**config.mk**
```make
export PLATFORM = sky130hd
export DESIGN_NAME = ps2_mouse_packet_cursor_core
export DESIGN_NICKNAME = d
export VERILOG_FILES = /design/src/rtl/core/ps2mc_pkg.sv /design/src/rtl/core/ps2_mouse_packet_cursor_core.sv
export SDC_FILE = /design/constraint.sdc
export NUM_CORES = 1
export LEC_CHECK = 0
export BUFFER_PORTS_ARGS = -buffer_cell sky130_fd_sc_hd__buf_2
export CAP_MARGIN = 20
export CORE_MARGIN = 4
export CORE_UTILIZATION = 51
export DETAILED_ROUTE_END_ITERATION = 8
export GPL_TIMING_DRIVEN = 1
export PLACE_DENSITY = 0.71
export SETUP_SLACK_MARGIN = 0.1
export SYNTH_ARGS = -nofsm -noshare
export SYNTH_HDL_FRONTEND = slang
export SYNTH_SLANG_ARGS = --single-unit
```
**constraint.sdc**
```tcl
create_clock -name clk -period 12.6 [get_ports clk]
set_input_delay 0.63 -clock clk [delete_from_list [all_inputs] [get_ports clk]]
set_output_delay 0.63 -clock clk [all_outputs]
set_load 0.01 [all_outputs]
```
**src/rtl/core/ps2mc_pkg.sv**
```systemverilog
// ----------------------------------------------------------------------------
// ps2mc_pkg
// Shared widths, protocol bit positions and cursor helpers for the mouse packet
// decoder.
// ----------------------------------------------------------------------------
package ps2mc_pkg;

    localparam int MAX_DIM    = 4096;
    localparam int COORD_W    = $clog2(MAX_DIM);
    localparam int DIM_W      = 13;
    localparam int BYTE_W     = 8;
    localparam int BTN_W      = 3;
    localparam int CFG_IDX_W  = 4;
    localparam int SUM_W      = COORD_W + 2;

    // Header bit positions.
    localparam int BIT_LEFT   = 0;
    localparam int BIT_SYNC   = 3;
    localparam int BIT_XSIGN  = 4;
    localparam int BIT_YSIGN  = 5;
    localparam int BIT_XOVF   = 6;
    localparam int BIT_YOVF   = 7;

    // Register indexes.
    localparam logic [CFG_IDX_W-1:0] REG_SCREEN_WIDTH  = CFG_IDX_W'(0);
    localparam logic [CFG_IDX_W-1:0] REG_SCREEN_HEIGHT = CFG_IDX_W'(1);

    localparam logic [DIM_W-1:0]   RESET_WIDTH    = DIM_W'(1024);
    localparam logic [DIM_W-1:0]   RESET_HEIGHT   = DIM_W'(768);
    localparam logic [COORD_W-1:0] RESET_CURSOR_X = COORD_W'(1024 / 2);
    localparam logic [COORD_W-1:0] RESET_CURSOR_Y = COORD_W'(768 / 2);

    // Largest coordinate allowed by a screen size register. A size of zero
    // behaves as one column, and sizes above the maximum are capped.
    function automatic logic [COORD_W-1:0] max_coord(input logic [DIM_W-1:0] dim);
        logic [DIM_W-1:0] dim_m1;
        dim_m1 = dim - DIM_W'(1);
        if (dim == '0)
        begin
            max_coord = '0;
        end
        else if (dim > DIM_W'(MAX_DIM))
        begin
            max_coord = COORD_W'(MAX_DIM - 1);
        end
        else
        begin
            max_coord = dim_m1[COORD_W-1:0];
        end
    endfunction

    // Clamp a signed candidate position into the range 0 to limit.
    function automatic logic [COORD_W-1:0] clamp_coord(input logic signed [SUM_W-1:0] v,
                                                       input logic [COORD_W-1:0] limit);
        if (v < 0)
        begin
            clamp_coord = '0;
        end
        else if (v > $signed({2'b00, limit}))
        begin
            clamp_coord = limit;
        end
        else
        begin
            clamp_coord = v[COORD_W-1:0];
        end
    endfunction

endpackage

```
**src/rtl/core/ps2_mouse_packet_cursor_core.sv**
```systemverilog
// ----------------------------------------------------------------------------
// ps2_mouse_packet_cursor_core
// Assembles three-byte mouse packets and keeps a clamped cursor position.
// ----------------------------------------------------------------------------
// An accepted byte's result is registered and shows on the output in the next cycle.
// Throughput: one byte per cycle unless a stalled result holds the input; the result
// register is the only stage and frees itself in the same cycle that the downstream side takes it.
// Reset: screen size 1024 by 768, cursor at its centre, buttons released,
// waiting for a header byte, no result pending.
module ps2_mouse_packet_cursor_core
(
    input  logic                                clk,
    input  logic                                rst_n,
    input  logic                                in_valid,
    output logic                                in_ready,
    input  logic [ps2mc_pkg::BYTE_W-1:0]        rx_byte,
    output logic                                out_valid,
    input  logic                                out_ready,
    output logic [ps2mc_pkg::COORD_W-1:0]       pos_x,
    output logic [ps2mc_pkg::COORD_W-1:0]       pos_y,
    output logic [ps2mc_pkg::BTN_W-1:0]         button_bits,
    output logic                                packet_applied,
    output logic                                packet_overflow,
    output logic                                byte_skipped,
    input  logic                                cfg_valid,
    output logic                                cfg_ready,
    input  logic [ps2mc_pkg::CFG_IDX_W-1:0]     cfg_index,
    input  logic [ps2mc_pkg::DIM_W-1:0]         cfg_data
);

    typedef enum logic [1:0]
    {
        PH_HEADER = 2'd0,
        PH_XDELTA = 2'd1,
        PH_YDELTA = 2'd2
    } phase_t;

    phase_t                                phase_reg, phase_next;
    logic [ps2mc_pkg::BYTE_W-1:0]          header_reg, header_next;
    logic [ps2mc_pkg::BYTE_W-1:0]          xdelta_reg, xdelta_next;
    logic [ps2mc_pkg::COORD_W-1:0]         cursor_x_reg, cursor_x_next;
    logic [ps2mc_pkg::COORD_W-1:0]         cursor_y_reg, cursor_y_next;
    logic [ps2mc_pkg::BTN_W-1:0]           buttons_reg, buttons_next;
    logic [ps2mc_pkg::DIM_W-1:0]           width_reg;
    logic [ps2mc_pkg::DIM_W-1:0]           height_reg;
    logic                                  out_valid_reg;
    logic [ps2mc_pkg::COORD_W-1:0]         pos_x_reg;
    logic [ps2mc_pkg::COORD_W-1:0]         pos_y_reg;
    logic [ps2mc_pkg::BTN_W-1:0]           btn_out_reg;
    logic                                  applied_reg, applied_next;
    logic                                  overflow_reg, overflow_next;
    logic                                  skipped_reg, skipped_next;

    logic                                  in_accept;
    logic signed [ps2mc_pkg::SUM_W-1:0]    dx;
    logic signed [ps2mc_pkg::SUM_W-1:0]    dy;
    logic signed [ps2mc_pkg::SUM_W-1:0]    sum_x;
    logic signed [ps2mc_pkg::SUM_W-1:0]    sum_y;

    assign in_ready  = !out_valid_reg || out_ready;
    assign in_accept = in_valid && in_ready;
    assign cfg_ready = 1'b1;

    // Nine-bit deltas: the sign bit from the header extends the data byte.
    assign dx = $signed({{(ps2mc_pkg::SUM_W-ps2mc_pkg::BYTE_W){header_reg[ps2mc_pkg::BIT_XSIGN]}},
                         xdelta_reg});
    assign dy = $signed({{(ps2mc_pkg::SUM_W-ps2mc_pkg::BYTE_W){header_reg[ps2mc_pkg::BIT_YSIGN]}},
                         rx_byte});
    assign sum_x = $signed({2'b00, cursor_x_reg}) + dx;
    assign sum_y = $signed({2'b00, cursor_y_reg}) - dy;

    always_comb
    begin
        phase_next    = phase_reg;
        header_next   = header_reg;
        xdelta_next   = xdelta_reg;
        cursor_x_next = cursor_x_reg;
        cursor_y_next = cursor_y_reg;
        buttons_next  = buttons_reg;
        applied_next  = 1'b0;
        overflow_next = 1'b0;
        skipped_next  = 1'b0;
        unique case (phase_reg)
            PH_XDELTA:
            begin
                xdelta_next = rx_byte;
                phase_next  = PH_YDELTA;
            end
            PH_YDELTA:
            begin
                phase_next = PH_HEADER;
                if (header_reg[ps2mc_pkg::BIT_XOVF] || header_reg[ps2mc_pkg::BIT_YOVF])
                begin
                    overflow_next = 1'b1;
                end
                else
                begin
                    cursor_x_next = ps2mc_pkg::clamp_coord(sum_x,
                                        ps2mc_pkg::max_coord(width_reg));
                    cursor_y_next = ps2mc_pkg::clamp_coord(sum_y,
                                        ps2mc_pkg::max_coord(height_reg));
                    buttons_next  = header_reg[ps2mc_pkg::BIT_LEFT +: ps2mc_pkg::BTN_W];
                    applied_next  = 1'b1;
                end
            end
            default:
            begin
                // Waiting for a header: a byte without the sync bit is dropped.
                if (!rx_byte[ps2mc_pkg::BIT_SYNC])
                begin
                    skipped_next = 1'b1;
                    phase_next   = PH_HEADER;
                end
                else
                begin
                    header_next = rx_byte;
                    phase_next  = PH_XDELTA;
                end
            end
        endcase
    end

    always_ff @(posedge clk or negedge rst_n)
    begin
        if (!rst_n)
        begin
            phase_reg     <= PH_HEADER;
            header_reg    <= '0;
            xdelta_reg    <= '0;
            cursor_x_reg  <= ps2mc_pkg::RESET_CURSOR_X;
            cursor_y_reg  <= ps2mc_pkg::RESET_CURSOR_Y;
            buttons_reg   <= '0;
            width_reg     <= ps2mc_pkg::RESET_WIDTH;
            height_reg    <= ps2mc_pkg::RESET_HEIGHT;
            out_valid_reg <= 1'b0;
            pos_x_reg     <= '0;
            pos_y_reg     <= '0;
            btn_out_reg   <= '0;
            applied_reg   <= 1'b0;
            overflow_reg  <= 1'b0;
            skipped_reg   <= 1'b0;
        end
        else
        begin
            if (cfg_valid && cfg_ready)
            begin
                if (cfg_index == ps2mc_pkg::REG_SCREEN_WIDTH)
                begin
                    width_reg <= cfg_data;
                end
                else if (cfg_index == ps2mc_pkg::REG_SCREEN_HEIGHT)
                begin
                    height_reg <= cfg_data;
                end
            end
            if (in_accept)
            begin
                phase_reg     <= phase_next;
                header_reg    <= header_next;
                xdelta_reg    <= xdelta_next;
                cursor_x_reg  <= cursor_x_next;
                cursor_y_reg  <= cursor_y_next;
                buttons_reg   <= buttons_next;
                out_valid_reg <= 1'b1;
                pos_x_reg     <= cursor_x_next;
                pos_y_reg     <= cursor_y_next;
                btn_out_reg   <= buttons_next;
                applied_reg   <= applied_next;
                overflow_reg  <= overflow_next;
                skipped_reg   <= skipped_next;
            end
            else if (out_ready)
            begin
                out_valid_reg <= 1'b0;
            end
        end
    end

    assign out_valid       = out_valid_reg;
    assign pos_x           = pos_x_reg;
    assign pos_y           = pos_y_reg;
    assign button_bits     = btn_out_reg;
    assign packet_applied  = applied_reg;
    assign packet_overflow = overflow_reg;
    assign byte_skipped    = skipped_reg;

endmodule

```
# Word-level counts from Yosys, hierarchy flattened
# Cells that the tools add are included.
# classes
addsub	4
n_lt_le_gt_ge	6
n_eq_ne	3
mux	28
n_bitwise	3
reduce_logical	14
# ops
cell	count
12-bit 2-to-1 mux	16
14-bit by 13-bit > comparator with 1-bit output	2
14-bit by 1-bit less-than comparator with 1-bit output (second input constant)	2
13-bit > comparator (second input constant)	2
13-bit logical NOT	2
12-bit by 1-bit subtractor with 12-bit output (second input constant)	2
13-bit by 9-bit adder with 14-bit output	1
13-bit by 9-bit subtractor with 14-bit output	1
1-bit 2-to-1 mux	9
3-bit AND reduction	3
3-bit 2-to-1 mux	2
4-bit by 1-bit == test with 1-bit output (second input constant)	1
4-bit logical NOT	1
2-bit one-hot mux with 2 select lines	1
2-bit AND reduction	2
1-bit NOT	3
2-bit by 1-bit == test with 1-bit output (second input constant)	1
2-bit == test (second input constant)	1
1-bit logical OR	2
2-bit nonzero test	1
2-bit OR reduction	1
1-bit logical AND	1
1-bit logical NOT	1
# word_totals
regBits	99
inputBits	30
output_inout_bits	33
wordCells	72

# Logic depth before layout (Yosys ltp)
# Gate-level depths: netlist (run 1).
# logic_depth
word_depth	10
mapped_depth	19
ltp_nobuf	18

# Worst setup path after synthesis (run 1)
# OpenSTA, ideal clock, no wires.
# synth_timing
kind	input port to flip-flop
from	input rx_byte[0] (netlist bit)
to	register cursor_y_reg[8] (netlist bit)
setup_ns	0.098
arrival_time_ns	4.419
t_required_ns	12.502
path_slack_ns	8.083
cell_stages	18
path_buffers	1
cell_sequence	ha_1 inv_1 fa_1 a211oi_1 o21ai_1 a2111oi_2 o31ai_1 xor2_1 ha_1 nand4_1 or2_0 a211o_1 a21o_1 nor2b_1 a2111oi_2 nor2_1 buf_2 o311ai_1
# synth_between
elab_chain_len	6
word_cells_on_any_way	7
cone_classes	add/sub (1); order compare (2); mux (4)
# synth_rtl
item	line_no	source
start, declared	ps2_mouse_packet_cursor_core.sv:16	input logic [ps2mc_pkg::BYTE_W-1:0] rx_byte,
13-bit by 9-bit subtractor with 14-bit output (*)	ps2_mouse_packet_cursor_core.sv:70	assign sum_y = $signed({2'b00, cursor_y_reg}) - dy;
14-bit by 13-bit > comparator with 1-bit output	ps2mc_pkg.sv:59	else if (v > $signed({2'b00, limit}))
12-bit 2-to-1 mux	ps2mc_pkg.sv:59	
12-bit 2-to-1 mux (*)	ps2mc_pkg.sv:55	if (v < 0)
12-bit 2-to-1 mux (*)	ps2_mouse_packet_cursor_core.sv:92	if (header_reg[ps2mc_pkg::BIT_XOVF] || header_reg[ps2mc_pkg::BIT_YOVF])
12-bit 2-to-1 mux (*)	ps2_mouse_packet_cursor_core.sv:83	unique case (phase_reg)
end signal, assigned	ps2_mouse_packet_cursor_core.sv:131	cursor_y_reg <= ps2mc_pkg::RESET_CURSOR_Y;
end signal, assigned	ps2_mouse_packet_cursor_core.sv:162	cursor_y_reg <= cursor_y_next;
end, declared	ps2_mouse_packet_cursor_core.sv:42	logic [ps2mc_pkg::COORD_W-1:0] cursor_y_reg, cursor_y_next;
# Mark *: on every way between the ends. The rest lies on a longest branch, timed or not.
# A chain may end at the register's enable or synchronous reset.

# Final worst setup path (run 1)
# layout_timing
from	register height_reg[0] (netlist bit)
to	register cursor_y_reg[1] (netlist bit)
# layout_between
elab_chain_len	10
word_cells_on_any_way	12
cone_classes	add/sub (1); order compare (2); mux (8); reduce/logical (1)
# layout_rtl
item	line_no	source
start, declared	ps2_mouse_packet_cursor_core.sv:45	logic [ps2mc_pkg::DIM_W-1:0] height_reg;
start signal, assigned	ps2_mouse_packet_cursor_core.sv:134	height_reg <= ps2mc_pkg::RESET_HEIGHT;
start signal, assigned	ps2_mouse_packet_cursor_core.sv:153	height_reg <= cfg_data;
12-bit by 1-bit subtractor with 12-bit output / 13-bit > comparator (equally long branches)	ps2mc_pkg.sv:37, ps2mc_pkg.sv:42	
12-bit 2-to-1 mux	ps2mc_pkg.sv:42	else if (dim > DIM_W'(MAX_DIM))
12-bit 2-to-1 mux (*)	ps2mc_pkg.sv:38	if (dim == '0)
12-bit 2-to-1 mux (*)	ps2_mouse_packet_cursor_core.sv:92	
12-bit 2-to-1 mux (*)	ps2_mouse_packet_cursor_core.sv:83	
14-bit by 13-bit > comparator with 1-bit output	ps2mc_pkg.sv:59	
12-bit 2-to-1 mux (*)	ps2mc_pkg.sv:59	
12-bit 2-to-1 mux (*)	ps2mc_pkg.sv:55	
12-bit 2-to-1 mux (*)	ps2_mouse_packet_cursor_core.sv:92	
12-bit 2-to-1 mux (*)	ps2_mouse_packet_cursor_core.sv:83	
# Mark *: on every way between the ends. The rest lies on a longest branch, timed or not. The select of a mux whose other input is x is not followed.

==> flow_metrics.py, run 1 <==
metrics = {
    "status": {
        "status": "finished clean",
    },
    "pwr": {
        "share_comb_of_total_power_pct": 61.1,
        "switching_share_pct": 47.6,
        "power.static_leakage_nw": 3.12,
        "seqPwrFrac_pct": 23.7,
        "clockPowerShare_pct": 15.2,
        "internal-power_w": 0.000980,
        "power.net_switching_w": 0.000891,
        "power_density_nw_per_um2": 279,
        "irDropWorstVdd_mv": 0.162,
    },
    "clocking": {
        "hold_buffers": 0,
        "tritoncts": "yes",
        "cts_resized": 0,
        "post-cts-setup-buffer-count": 0,
        "clock-sinks": 77,
        "worstSkewPairLatency_ns": 0.34,
        "h_tree_level_count": 3,
        "cts_inserted_buffers": 9,
        "cts_max_path_buffers": 2,
        "ctsRootBufferMaster": "sky130_fd_sc_hd__clkbuf_16",
        "clock_slew_at_reported_path_ffs_ns": 0.07,
    },
    "run": {
        "drv_cap": 0,
    },
    "yosys": {
        "yosys-top-cells-area": "sky130_fd_sc_hd__dfrtp_1, sky130_fd_sc_hd__ha_1, sky130_fd_sc_hd__mux2_2",
        "synth.distinct_cells": 69,
        "syn-num-nets": 768,
        "ys_async_sr_fraction_pct": 100,
        "synthesis.instances": 682,
        "sequential_to_total_area_share_from_yosys_stat_pct": 31.5,
        "yosysTopAreaCell": "sky130_fd_sc_hd__dfrtp_1",
        "yosysWarnings": 0,
        "ys_dominant_reg_cell": "sky130_fd_sc_hd__dfrtp_1",
        "edff_count_synth": 0,
        "synthDominantCellAreaShare_pct": 29.0,
        "syn-mean-instance-area_sq_um": 9.00,
        "synth-seq-cells": 77,
        "post_synth_design_cell_area_sq_um": 6130,
    },
    "critical_path": {
        "reg2reg_to": "cursor_y_reg[1]",
        "worst_path_max_delay_cell": "sky130_fd_sc_hd__nor2_1",
        "reg2regPathDepth": 16,
        "rrSetupSlack_ns": 7.53,
        "critical_path.max_stage_delay_ns": 0.75,
        "critical_path.endpoint_type": "flip-flop",
        "worstPathArrival_ns": 5.24,
        "startpoint_of_the_lowest_slack_register_to_register_path": "height_reg[0]",
        "start_kind": "flip-flop",
        "series_of_cell_instances_along_the_critical_path": "inv_1 -> ha_1 -> nor3b_2 -> nand3_1 -> or4_1 -> o21ai_1 -> a21boi_0 -> ha_1 -> a2111oi_0 -> o21ai_0 -> o21ai_0 -> a21o_1 -> nor2b_1 -> a2111oi_2 -> nor2_1 -> o311ai_0",
        "timing.setup.critical_path_class": "flip-flop to flip-flop",
        "top_fanout_value_on_the_critical_path": 11,
        "crit_path_required_time_ns": 12.77,
    },
    "finish": {
        "antennaDiodeCount": 0,
        "mostFrequentLayoutCells": "sky130_fd_sc_hd__dfrtp_1, sky130_fd_sc_hd__nand2_1, sky130_fd_sc_hd__buf_2",
        "final_net_count": 800,
        "layout.cells.most_common": "sky130_fd_sc_hd__dfrtp_1",
        "final_area_sq_um": 6710,
        "post_route_cells_drive_above_1_share_pct": 18.9,
        "area_growth_syn_to_layout_pct": 9.42,
    },
    "floorplanning": {
        "die_width_um": 118,
        "core_area_sq_um": 11600,
        "fp-row-count": 39,
        "start_util_pct": 52.8,
        "die-area_sq_um": 13800,
        "io-pin-count": 63,
        "die_y_um": 118,
    },
    "min_path": {
        "timing.hold.worst.class": "input port to asynchronous set/reset pin",
    },
    "sta": {
        "final_hold_viol_count": 0,
        "min_period_over_period_pct": 40.2,
        "worst_slew_pin_slew_ns": 1.16,
        "maxClockFrequency_mhz": 197,
        "grt_setup_unrepaired": "false",
        "min_period_ns": 5.07,
        "max_slew_margin_pct": 20.4,
        "hold-worst-slack_ns": 0.440,
        "setup_violations": 0,
        "fin_setup_tns_ns": 0,
        "worst_clock_skew_ns": 0.00812,
        "max_slew_violations": 0,
    },
    "detailed_routing": {
        "route.vias.total": 5330,
        "first_iter_violations": 245,
        "count_of_antenna_violating_nets_left_after_detailed_routing": 0,
        "post_drt_via_cell_ratio": 6.18,
        "post-route-drc-count": 0,
        "wl_um": 15600,
        "wl_per_cell_um": 18.1,
        "detail_route.first_pass.iterations": 5,
    },
    "place": {
        "gp_congestion": 0.895,
        "dpl_cell_area_sq_um": 6390,
        "dp_hpwl_um": 12200,
        "numPortBuffers": 61,
    },
    "global_route": {
        "maximum_number_of_pins_on_one_net_before_global_route_repair": 78,
        "grt_overflow_total": 0,
        "grt_pass1_wl_um": 26200,
        "grt_antenna_before_repair": 0,
        "grt_util_all_layers_pct": 22.8,
        "first_global_vias": 5207,
    },
}
final cells by class:
type | count | area [sq um]
Inverter | 38 | 143
Clock buffer | 10 | 229
Multi-Input combinational cell | 523 | 3800
Fill cell | 1023 | 4900
Tap cell | 143 | 179
Timing Repair Buffer | 65 | 338
Sequential cell | 77 | 1930
Clock inverter | 6 | 88.8
cell families after synthesis:
| kind of cell | after synthesis | share of synthesized area [%] |
|---|---|---|
| mux | 30 | 5.45 |
| compound gates | 185 | 21.2 |
| fa+ha+maj | 56 | 11.7 |
| buf+inv | 82 | 6.61 |
| simple gates | 225 | 19.8 |
| flops | 77 | 31.5 |
| xor+xnor | 26 | 3.71 |
| other cells | 1 | 0.0611 |
cell usage after synthesis (all sizes together), types with 3 or more instances:
cell     instances
inv             38
nor2            31
a22oi           12
dfstp            6
a21oi           31
mux2i            3
o31a             4
o211ai          15
nor2b            7
a211oi           6
or3              7
buf             29
o21ai           48
a2111oi          7
or2              6
mux2            27
nor4            10
dfrtp           71
o31ai            6
xnor2           12
xor2            14
nand4           25
or4              6
o21a             9
nand4b           4
nand2b          10
nor3            11
and3             4
nor3b            5
and2             7
nand2           67
a21o            11
a311oi           4
ha              54
o311ai          10
nand3           22
a21boi           5
clkbuf          15
power groups by stage:
stage | combinational (W) | clock, W | sequential, W
global placement | 0.00110 | 0 | 0.000441
finish | 0.00114 | 0.000284 | 0.000444
CTS | 0.00114 | 0.000285 | 0.000443
floorplan | 0.000906 | 0 | 0.000413
global route | 0.00129 | 0.000295 | 0.000458
detailed placement | 0.00113 | 0 | 0.000447
worst max-delay path, delay by kind of cell (launching register included):
| family | cells | cell delay (ns) |
|---|---|---|
| DFF | 1 | 0.42 |
| AOI/OAI and AO/OA | 8 | 1.86 |
| and+or+nand+nor | 5 | 2.01 |
| adders and majority gates | 2 | 0.49 |
| buffers and inverters | 1 | 0.10 |
layer usage:
| layer | share of wire [%] | wire, um | vias to the layer above | global-route usage (%) |
|---|---|---|---|---|
| li1 | - | - | 2590 | - |
| met1 | 46 | 7150 | 2526 | 30.7 |
| met2 | 47 | 7320 | 179 | 37.5 |
| met3 | 5.3 | 820 | 35 | 4.52 |
| met4 | 2.1 | 329 | 0 | 6.01 |
| met5 | 0 | 0 | - | 0 |
through the flow:
stage               utilization, %  instances  power (W)  setup WS [ns]
floorplan                        -        682    0.00132           8.08
global placement              55.1        846    0.00154           7.57
detailed placement            55.1        846    0.00157           7.39
CTS                           57.8        862    0.00187           7.54
global route                  57.8        862    0.00205           7.03
finish                        57.8        862    0.00187           7.53
worst max path at each step:
stage | from | to | depth (start not counted)
after floorplan | rx_byte[0] | cursor_y_reg[8] | 18
after detailed placement | rx_byte[0] | cursor_y_reg[1] | 18
after global placement | rx_byte[0] | cursor_y_reg[1] | 18
after global routing | height_reg[0] | cursor_y_reg[1] | 16
final | height_reg[0] | cursor_y_reg[1] | 16
after CTS | height_reg[0] | cursor_y_reg[1] | 16
Note: power is estimated with default switching activity, not from simulation.
==> run 2, diff against run 1 <==
==> constraint.sdc (replaced) <==
create_clock -name clk -period 4.75 [get_ports clk]
set_input_delay 0.2375 -clock clk [delete_from_list [all_inputs] [get_ports clk]]
set_output_delay 0.2375 -clock clk [all_outputs]
set_load 0.01 [all_outputs]
==> flow_metrics.py, run 2 (synthesis results as in run 1) <==
metrics = {
    "status": {
        "status": "finished clean",
    },
    "finish": {
        "layout.cells.most_common": "sky130_fd_sc_hd__dfrtp_1",
        "post_route_cells_drive_above_1_share_pct": 20.9,
        "final_core_util_pct": 59.3,
        "final.fill_count": 1002,
        "mostFrequentLayoutCells": "sky130_fd_sc_hd__dfrtp_1, sky130_fd_sc_hd__nand2_1, sky130_fd_sc_hd__buf_2",
        "antennaDiodeCount": 0,
        "final_net_count": 812,
        "area_growth_syn_to_layout_pct": 12.2,
        "final_area_sq_um": 6890,
    },
    "detailed_routing": {
        "wl_um": 15900,
        "detail_route.first_pass.iterations": 5,
        "first_iter_violations": 308,
        "post_drt_via_cell_ratio": 6.18,
        "count_of_antenna_violating_nets_left_after_detailed_routing": 0,
        "route.vias.total": 5399,
        "post-route-drc-count": 0,
        "wl_per_cell_um": 18.2,
    },
    "sta": {
        "max_slew_margin_pct": 42.8,
        "grt_setup_unrepaired": "true",
        "worst_slew_pin_slew_ns": 0.856,
        "min_period_ns": 4.45,
        "worst_clock_skew_ns": 0.0116,
        "setup_violations": 0,
        "timing.final.ws_setup_ns": 0.298,
        "hold-worst-slack_ns": 0.116,
        "min_period_over_period_pct": 93.7,
        "final_hold_viol_count": 0,
        "maxClockFrequency_mhz": 225,
        "max_slew_violations": 0,
    },
    "critical_path": {
        "worstPathArrival_ns": 4.73,
        "rrSetupSlack_ns": 0.30,
        "reg2reg_to": "cursor_y_reg[7]",
        "reg2regPathDepth": 18,
        "crit_path_required_time_ns": 5.03,
        "startpoint_of_the_lowest_slack_register_to_register_path": "cursor_y_reg[0]",
        "top_fanout_value_on_the_critical_path": 14,
        "start_kind": "flip-flop",
        "timing.setup.critical_path_class": "flip-flop to flip-flop",
        "critical_path.endpoint_type": "flip-flop",
    },
    "min_path": {
        "worstHoldPathCells": 2,
        "timing.hold.worst.class": "input port to flip-flop",
        "worst_hold_path.endpoint": "out_valid",
        "hp-start": "in_valid",
    },
    "clocking": {
        "clock_slew_at_reported_path_ffs_ns": 0.07,
        "clock-sinks": 77,
        "post-cts-setup-buffer-count": 0,
        "h_tree_level_count": 3,
        "tritoncts": "yes",
        "worstSkewPairLatency_ns": 0.34,
        "cts_max_path_buffers": 2,
        "cts_inserted_buffers": 9,
        "ctsRootBufferMaster": "sky130_fd_sc_hd__clkbuf_16",
    },
    "global_route": {
        "grt_util_all_layers_pct": 22.9,
        "grt_overflow_total": 0,
        "grt_pass1_wl_um": 26400,
        "grt_antenna_before_repair": 0,
        "maximum_number_of_pins_on_one_net_before_global_route_repair": 78,
        "first_global_vias": 5356,
    },
    "pwr": {
        "irDropWorstVdd_mv": 0.470,
        "switching_share_pct": 47.3,
        "seqPwrFrac_pct": 22.8,
        "internal-power_w": 0.00269,
        "share_comb_of_total_power_pct": 62.5,
        "power.static_leakage_nw": 3.21,
        "clockPowerShare_pct": 14.7,
        "power_density_nw_per_um2": 742,
        "power.net_switching_w": 0.00242,
    },
    "floorplanning": {
        "io-pin-count": 63,
        "core_area_sq_um": 11600,
        "die_width_um": 118,
        "fp-row-count": 39,
        "die_y_um": 118,
        "die-area_sq_um": 13800,
        "start_util_pct": 52.8,
    },
    "place": {
        "numPortBuffers": 61,
        "gp_congestion": 0.908,
        "dp_hpwl_um": 12200,
        "dpl_cell_area_sq_um": 6460,
        "dpl_worst_slack_ns": -0.100,
    },
    "run": {
        "drv_cap": 0,
    },
}
-- run 2: changes by cell type in the layout (fill, tap and decap cells not counted), sizes merged --
cell / change
buf: +11
clkbuf: +2
clkinvlp: -2
dlygate4sd3: +1
-- run 2: layer usage --
layer / global-route usage, % / vias up / wire length, um
li1: - / 2616 / -
met1: 30.0 / 2564 / 6920
met2: 37.9 / 189 / 7600
met3: 4.85 / 30 / 1030
met4: 7.40 / 0 / 331
met5: 0 / - / 0
-- run 2: cell type report --
cell class | instances | area (sq um) | area share, %
clock buffer | 12 | 246 | 3.58
clock inverter | 4 | 73.8 | 1.07
inverter | 38 | 143 | 2.07
multi-input combinational | 523 | 3860 | 56.0
sequential | 77 | 1930 | 28.1
tap | 143 | 179 | 2.60
timing repair buffer | 77 | 450 | 6.54
-- run 2: worst max-delay path: stages, from the launching register on --
cell and delay, ns:
sky130_fd_sc_hd__dfrtp_1 0.38, sky130_fd_sc_hd__inv_1 0.08, sky130_fd_sc_hd__ha_1 0.16, sky130_fd_sc_hd__inv_1 0.05, sky130_fd_sc_hd__fa_1 0.42, sky130_fd_sc_hd__a211oi_2 0.29
sky130_fd_sc_hd__o21ai_2 0.15, sky130_fd_sc_hd__a2111oi_4 0.36, sky130_fd_sc_hd__o31ai_1 0.14, sky130_fd_sc_hd__xor2_1 0.17, sky130_fd_sc_hd__ha_1 0.32, sky130_fd_sc_hd__nand4_1 0.09
sky130_fd_sc_hd__or2_0 0.23, sky130_fd_sc_hd__a211o_1 0.23, sky130_fd_sc_hd__a21o_1 0.24, sky130_fd_sc_hd__nor2b_2 0.19, sky130_fd_sc_hd__a2111o_2 0.50, sky130_fd_sc_hd__a211o_1 0.31
sky130_fd_sc_hd__nand3_1 0.07
-- run 2: power groups by stage --
stage	registers, W	clock network [W]	logic [W]
6_report	0.00117	0.000749	0.00319
5_1_grt	0.00120	0.000792	0.00355
4_1_cts	0.00117	0.000756	0.00309
3_5_place_dp	0.00118	0	0.00304
3_3_place_gp	0.00116	0	0.00295
2_1_floorplan	0.00110	0	0.00240
-- run 2: repair_timing --
item	4_1_cts	5_1_grt
gates resized for setup	3	12
endpoints found under the setup margin	14	14
hold buffers	0	1
endpoints found under the hold margin	0	27
pin swaps	0	3
-- run 2: worst max path at each step --
stage	startpoint	to	slack [ns]	cells after the start
final	cursor_y_reg[0]	cursor_y_reg[7]	0.30	18
after global routing	height_reg[0]	cursor_y_reg[0]	0.06	16
after CTS	cursor_y_reg[0]	cursor_y_reg[1]	0.13	18
after detailed placement	cursor_y_reg[0]	cursor_y_reg[1]	-0.10	18
after global placement	cursor_y_reg[0]	cursor_y_reg[1]	0.14	18
after floorplan	cursor_y_reg[0]	cursor_y_reg[8]	0.44	19
-- run 2: through the flow --
stage / TNS (ns) / std cells / total power (W)
floorplan: 0 / 682 / 0.00350
global placement: 0 / 855 / 0.00411
detailed placement: -0.383 / 855 / 0.00422
CTS: 0 / 871 / 0.00501
global route: 0 / 874 / 0.00554
finish: 0 / 874 / 0.00511
==> run 3, diff against run 2 <==
--- a/config.mk
+++ b/config.mk
@@ -5,6 +5,7 @@
 export SDC_FILE = /design/constraint.sdc
 export NUM_CORES = 1
 export LEC_CHECK = 0
+export ABC_AREA = 1
 export BUFFER_PORTS_ARGS = -buffer_cell sky130_fd_sc_hd__buf_2
 export CAP_MARGIN = 20
 export CORE_MARGIN = 4
@@ -16,3 +17,4 @@
 export SYNTH_ARGS = -nofsm -noshare
 export SYNTH_HDL_FRONTEND = slang
 export SYNTH_SLANG_ARGS = --single-unit
+export TNS_END_PERCENT = 10
==> flow_metrics.py, run 3 <==
metrics = {
    "critical_path": {
        "top_fanout_value_on_the_critical_path": 16,
        "timing.setup.critical_path_class": "flip-flop to flip-flop",
        "critical_path.n_buffers_inverters": 4,
        "worstPathArrival_ns": 3.80,
        "critical_path.max_stage_delay_ns": 0.40,
        "worst_path_max_delay_cell": "sky130_fd_sc_hd__fa_1",
        "series_of_cell_instances_along_the_critical_path": "inv_1 -> ha_1 -> inv_1 -> fa_1 -> nand3_1 -> nand2_1 -> nand3_1 -> nand2_1 -> nand3_1 -> nand2_1 -> a31o_2 -> xnor2_1 -> inv_1 -> ha_1 -> nand2_1 -> nor2_1 -> nand4_1 -> nand3_2 -> nand2_4 -> inv_2 -> nand2_1 -> nand3_1 -> o21ai_0",
        "critical_path.endpoint_type": "flip-flop",
        "crit_path_required_time_ns": 4.94,
        "start_kind": "flip-flop",
        "path_common_cell": "sky130_fd_sc_hd__nand2_1",
        "worst_path_dominant_cell_family": "simple AND/OR/NAND/NOR gates",
    },
    "clocking": {
        "ctsRootBufferMaster": "sky130_fd_sc_hd__clkbuf_16",
        "clock-sinks": 77,
        "clock_slew_at_reported_path_ffs_ns": 0.06,
        "tritoncts": "yes",
        "cts_inserted_buffers": 9,
        "worstSkewPairLatency_ns": 0.34,
        "h_tree_level_count": 3,
        "cts_max_path_buffers": 2,
    },
    "yosys": {
        "synthDominantCellAreaShare_pct": 30.7,
        "synthesis.instances": 788,
        "synth-seq-cells": 77,
        "edff_count_synth": 0,
        "ys_async_sr_fraction_pct": 100,
        "yosys-top-cells-area": "sky130_fd_sc_hd__dfrtp_1, sky130_fd_sc_hd__nand2_1, sky130_fd_sc_hd__ha_1",
        "synth_top_cells_by_count": "sky130_fd_sc_hd__nand2_1, sky130_fd_sc_hd__inv_1, sky130_fd_sc_hd__o21ai_0",
        "post_synth_mux_area_share_pct": 0,
        "post_synth_design_cell_area_sq_um": 5790,
        "syn-num-nets": 874,
        "syn-mean-instance-area_sq_um": 7.35,
        "yosysWarnings": 0,
        "synthAdderAreaFrac_pct": 12.4,
        "synth_most_common_cell": "sky130_fd_sc_hd__nand2_1",
        "yosysTopAreaCell": "sky130_fd_sc_hd__dfrtp_1",
        "ys_dominant_reg_cell": "sky130_fd_sc_hd__dfrtp_1",
        "post_synth_and_or_nand_nor_area_fraction_pct": 25.7,
        "synth.distinct_cells": 42,
        "synth_compound_area_share_pct": 14.4,
        "synth_top_family_by_area": "simple AND/OR/NAND/NOR gates",
        "sequential_to_total_area_share_from_yosys_stat_pct": 33.4,
        "synth_xor_xnor_area_share_pct": 3.93,
    },
    "global_route": {
        "grt_util_all_layers_pct": 22.4,
        "grt_pass1_wl_um": 23400,
        "grt_antenna_before_repair": 0,
        "first_global_vias": 4976,
        "grt_overflow_total": 0,
        "maximum_number_of_pins_on_one_net_before_global_route_repair": 78,
    },
    "finish": {
        "area_growth_syn_to_layout_pct": 10.9,
        "post_route_cells_drive_above_1_share_pct": 14.4,
        "final.fill_count": 1013,
        "multi_input_area_sq_um": 3270,
        "sequential_cell_area_sq_um": 1930,
        "final_net_count": 913,
        "antennaDiodeCount": 0,
        "layout.cells.most_common": "sky130_fd_sc_hd__nand2_1",
        "mostFrequentLayoutCells": "sky130_fd_sc_hd__nand2_1, sky130_fd_sc_hd__inv_1, sky130_fd_sc_hd__o21ai_0",
        "final_core_util_pct": 58.5,
        "final_area_sq_um": 6430,
    },
    "sta": {
        "final_hold_viol_count": 0,
        "grt_setup_unrepaired": "false",
        "maxClockFrequency_mhz": 277,
        "max_slew_violations": 0,
        "fin_setup_tns_ns": 0,
        "worst_slew_pin_slew_ns": 0.834,
        "setup_violations": 0,
        "max_slew_margin_pct": 44.4,
        "timing.final.ws_setup_ns": 1.14,
        "min_period_ns": 3.61,
        "worst_clock_skew_ns": 0.00701,
        "min_period_over_period_pct": 75.9,
    },
    "pwr": {
        "internal-power_w": 0.00251,
        "power.static_leakage_nw": 3.55,
        "seqPwrFrac_pct": 22.8,
        "clockPowerShare_pct": 16.2,
        "share_comb_of_total_power_pct": 61.0,
        "irDropWorstVdd_mv": 0.346,
        "switching_share_pct": 48.9,
        "power.net_switching_w": 0.00241,
        "report.power.total_w": 0.00492,
        "power_density_nw_per_um2": 765,
    },
    "floorplanning": {
        "io-pin-count": 63,
        "core_area_sq_um": 11000,
        "die_y_um": 115,
        "fp-row-count": 38,
        "start_util_pct": 52.8,
        "die_width_um": 115,
        "die-area_sq_um": 13100,
    },
    "run": {
        "drv_cap": 0,
    },
    "detailed_routing": {
        "post_drt_via_cell_ratio": 5.33,
        "post-route-drc-count": 0,
        "wl_um": 13800,
        "route.vias.total": 5182,
        "detail_route.first_pass.iterations": 6,
        "count_of_antenna_violating_nets_left_after_detailed_routing": 0,
        "first_iter_violations": 333,
        "wl_per_cell_um": 14.2,
    },
    "min_path": {
        "timing.hold.worst.class": "input port to flip-flop",
    },
    "place": {
        "dpl_worst_slack_ns": 1.22,
        "numPortBuffers": 61,
        "gp_congestion": 0.990,
        "dp_hpwl_um": 10700,
        "dpl_cell_area_sq_um": 6040,
    },
    "status": {
        "status": "finished clean",
    },
}
## run 3: cell count changes after synthesis, moves of 8 or more
cell / delta
sky130_fd_sc_hd__o21ai_0: +39
sky130_fd_sc_hd__nand4_1: -17
sky130_fd_sc_hd__o21ai_2: +8
sky130_fd_sc_hd__o21a_1: -9
sky130_fd_sc_hd__o311ai_1: -9
sky130_fd_sc_hd__nand2b_1: -10
sky130_fd_sc_hd__a21o_1: -8
sky130_fd_sc_hd__nand3_1: +15
sky130_fd_sc_hd__mux2_2: -27
sky130_fd_sc_hd__nand2_1: +163
sky130_fd_sc_hd__o211ai_1: -8
sky130_fd_sc_hd__inv_1: +52
sky130_fd_sc_hd__nor2_1: +21
sky130_fd_sc_hd__a22oi_1: -12
## run 3: tightest hold or removal path, cell delays in order
cell	delay (ns)
sky130_fd_sc_hd__buf_2	0.07
sky130_fd_sc_hd__inv_1	0.03
sky130_fd_sc_hd__nand2_1	0.07
sky130_fd_sc_hd__nand2_1	0.05
## run 3: metal layers
layer | wire (um) | vias to the layer above | track usage [%]
met5 | 0 | - | 0
met4 | 277 | 0 | 7.76
met3 | 691 | 20 | 3.65
met2 | 6430 | 147 | 36.4
met1 | 6380 | 2386 | 30.2
li1 | - | 2629 | -
## run 3: stage by stage
| step | std cells | hold slack (ns) |
|---|---|---|
| after floorplan | 788 | -0.0581 |
| after global placement | 954 | 0.446 |
| after detailed placement | 954 | 0.459 |
| after CTS | 970 | 0.0917 |
| after global routing | 972 | 0.187 |
| final | 972 | 0.159 |
## run 3: cells by family after synthesis
logic type / after synthesis
adder cells (fa/ha/maj): 56
other: 1
AO/OA/AOI/OAI: 146
XOR/XNOR: 26
flip-flops: 77
buffers and inverters: 128
AND/OR/NAND/NOR: 354
## run 3: layout make-up
cell class	instances	area share (%)
repair buffers	63	5.37
flip-flops and latches	77	30.1
clock buffers	12	4.15
inverters	93	5.51
clock inverters	4	1.21
multi-input cells	583	50.9
well taps	140	2.73
## run 3: worst paths after layout
kind,slack (ns),cells after the start,start,to
max,1.14,23,cursor_y_reg[0],cursor_y_reg[11]
min,0.16,4,out_ready,out_valid
max reg2reg,1.14,23,cursor_y_reg[0],cursor_y_reg[11]
min reg2reg,0.47,2,button_bits[2],button_bits[2]
max in group asynchronous,3.76,3,rst_n,cursor_y_reg[7]
min in group asynchronous,0.38,2,rst_n,cursor_x_reg[5]
## run 3: repair_timing
action / in CTS / in global routing
setup buffers: 0 / 0
endpoints found under the setup margin: 0 / 0
hold buffers: 0 / 1
resized for setup: 0 / 0
hold endpoints to repair: 0 / 28
## run 3: power groups by stage
stage,Sequential (W),Clock (W),Combinational (W)
floorplan,0.00107,0,0.00244
global placement,0.00112,0,0.00286
detailed placement,0.00113,0,0.00295
CTS,0.00112,0.000804,0.00298
global route,0.00115,0.000836,0.00345
finish,0.00112,0.000796,0.00300
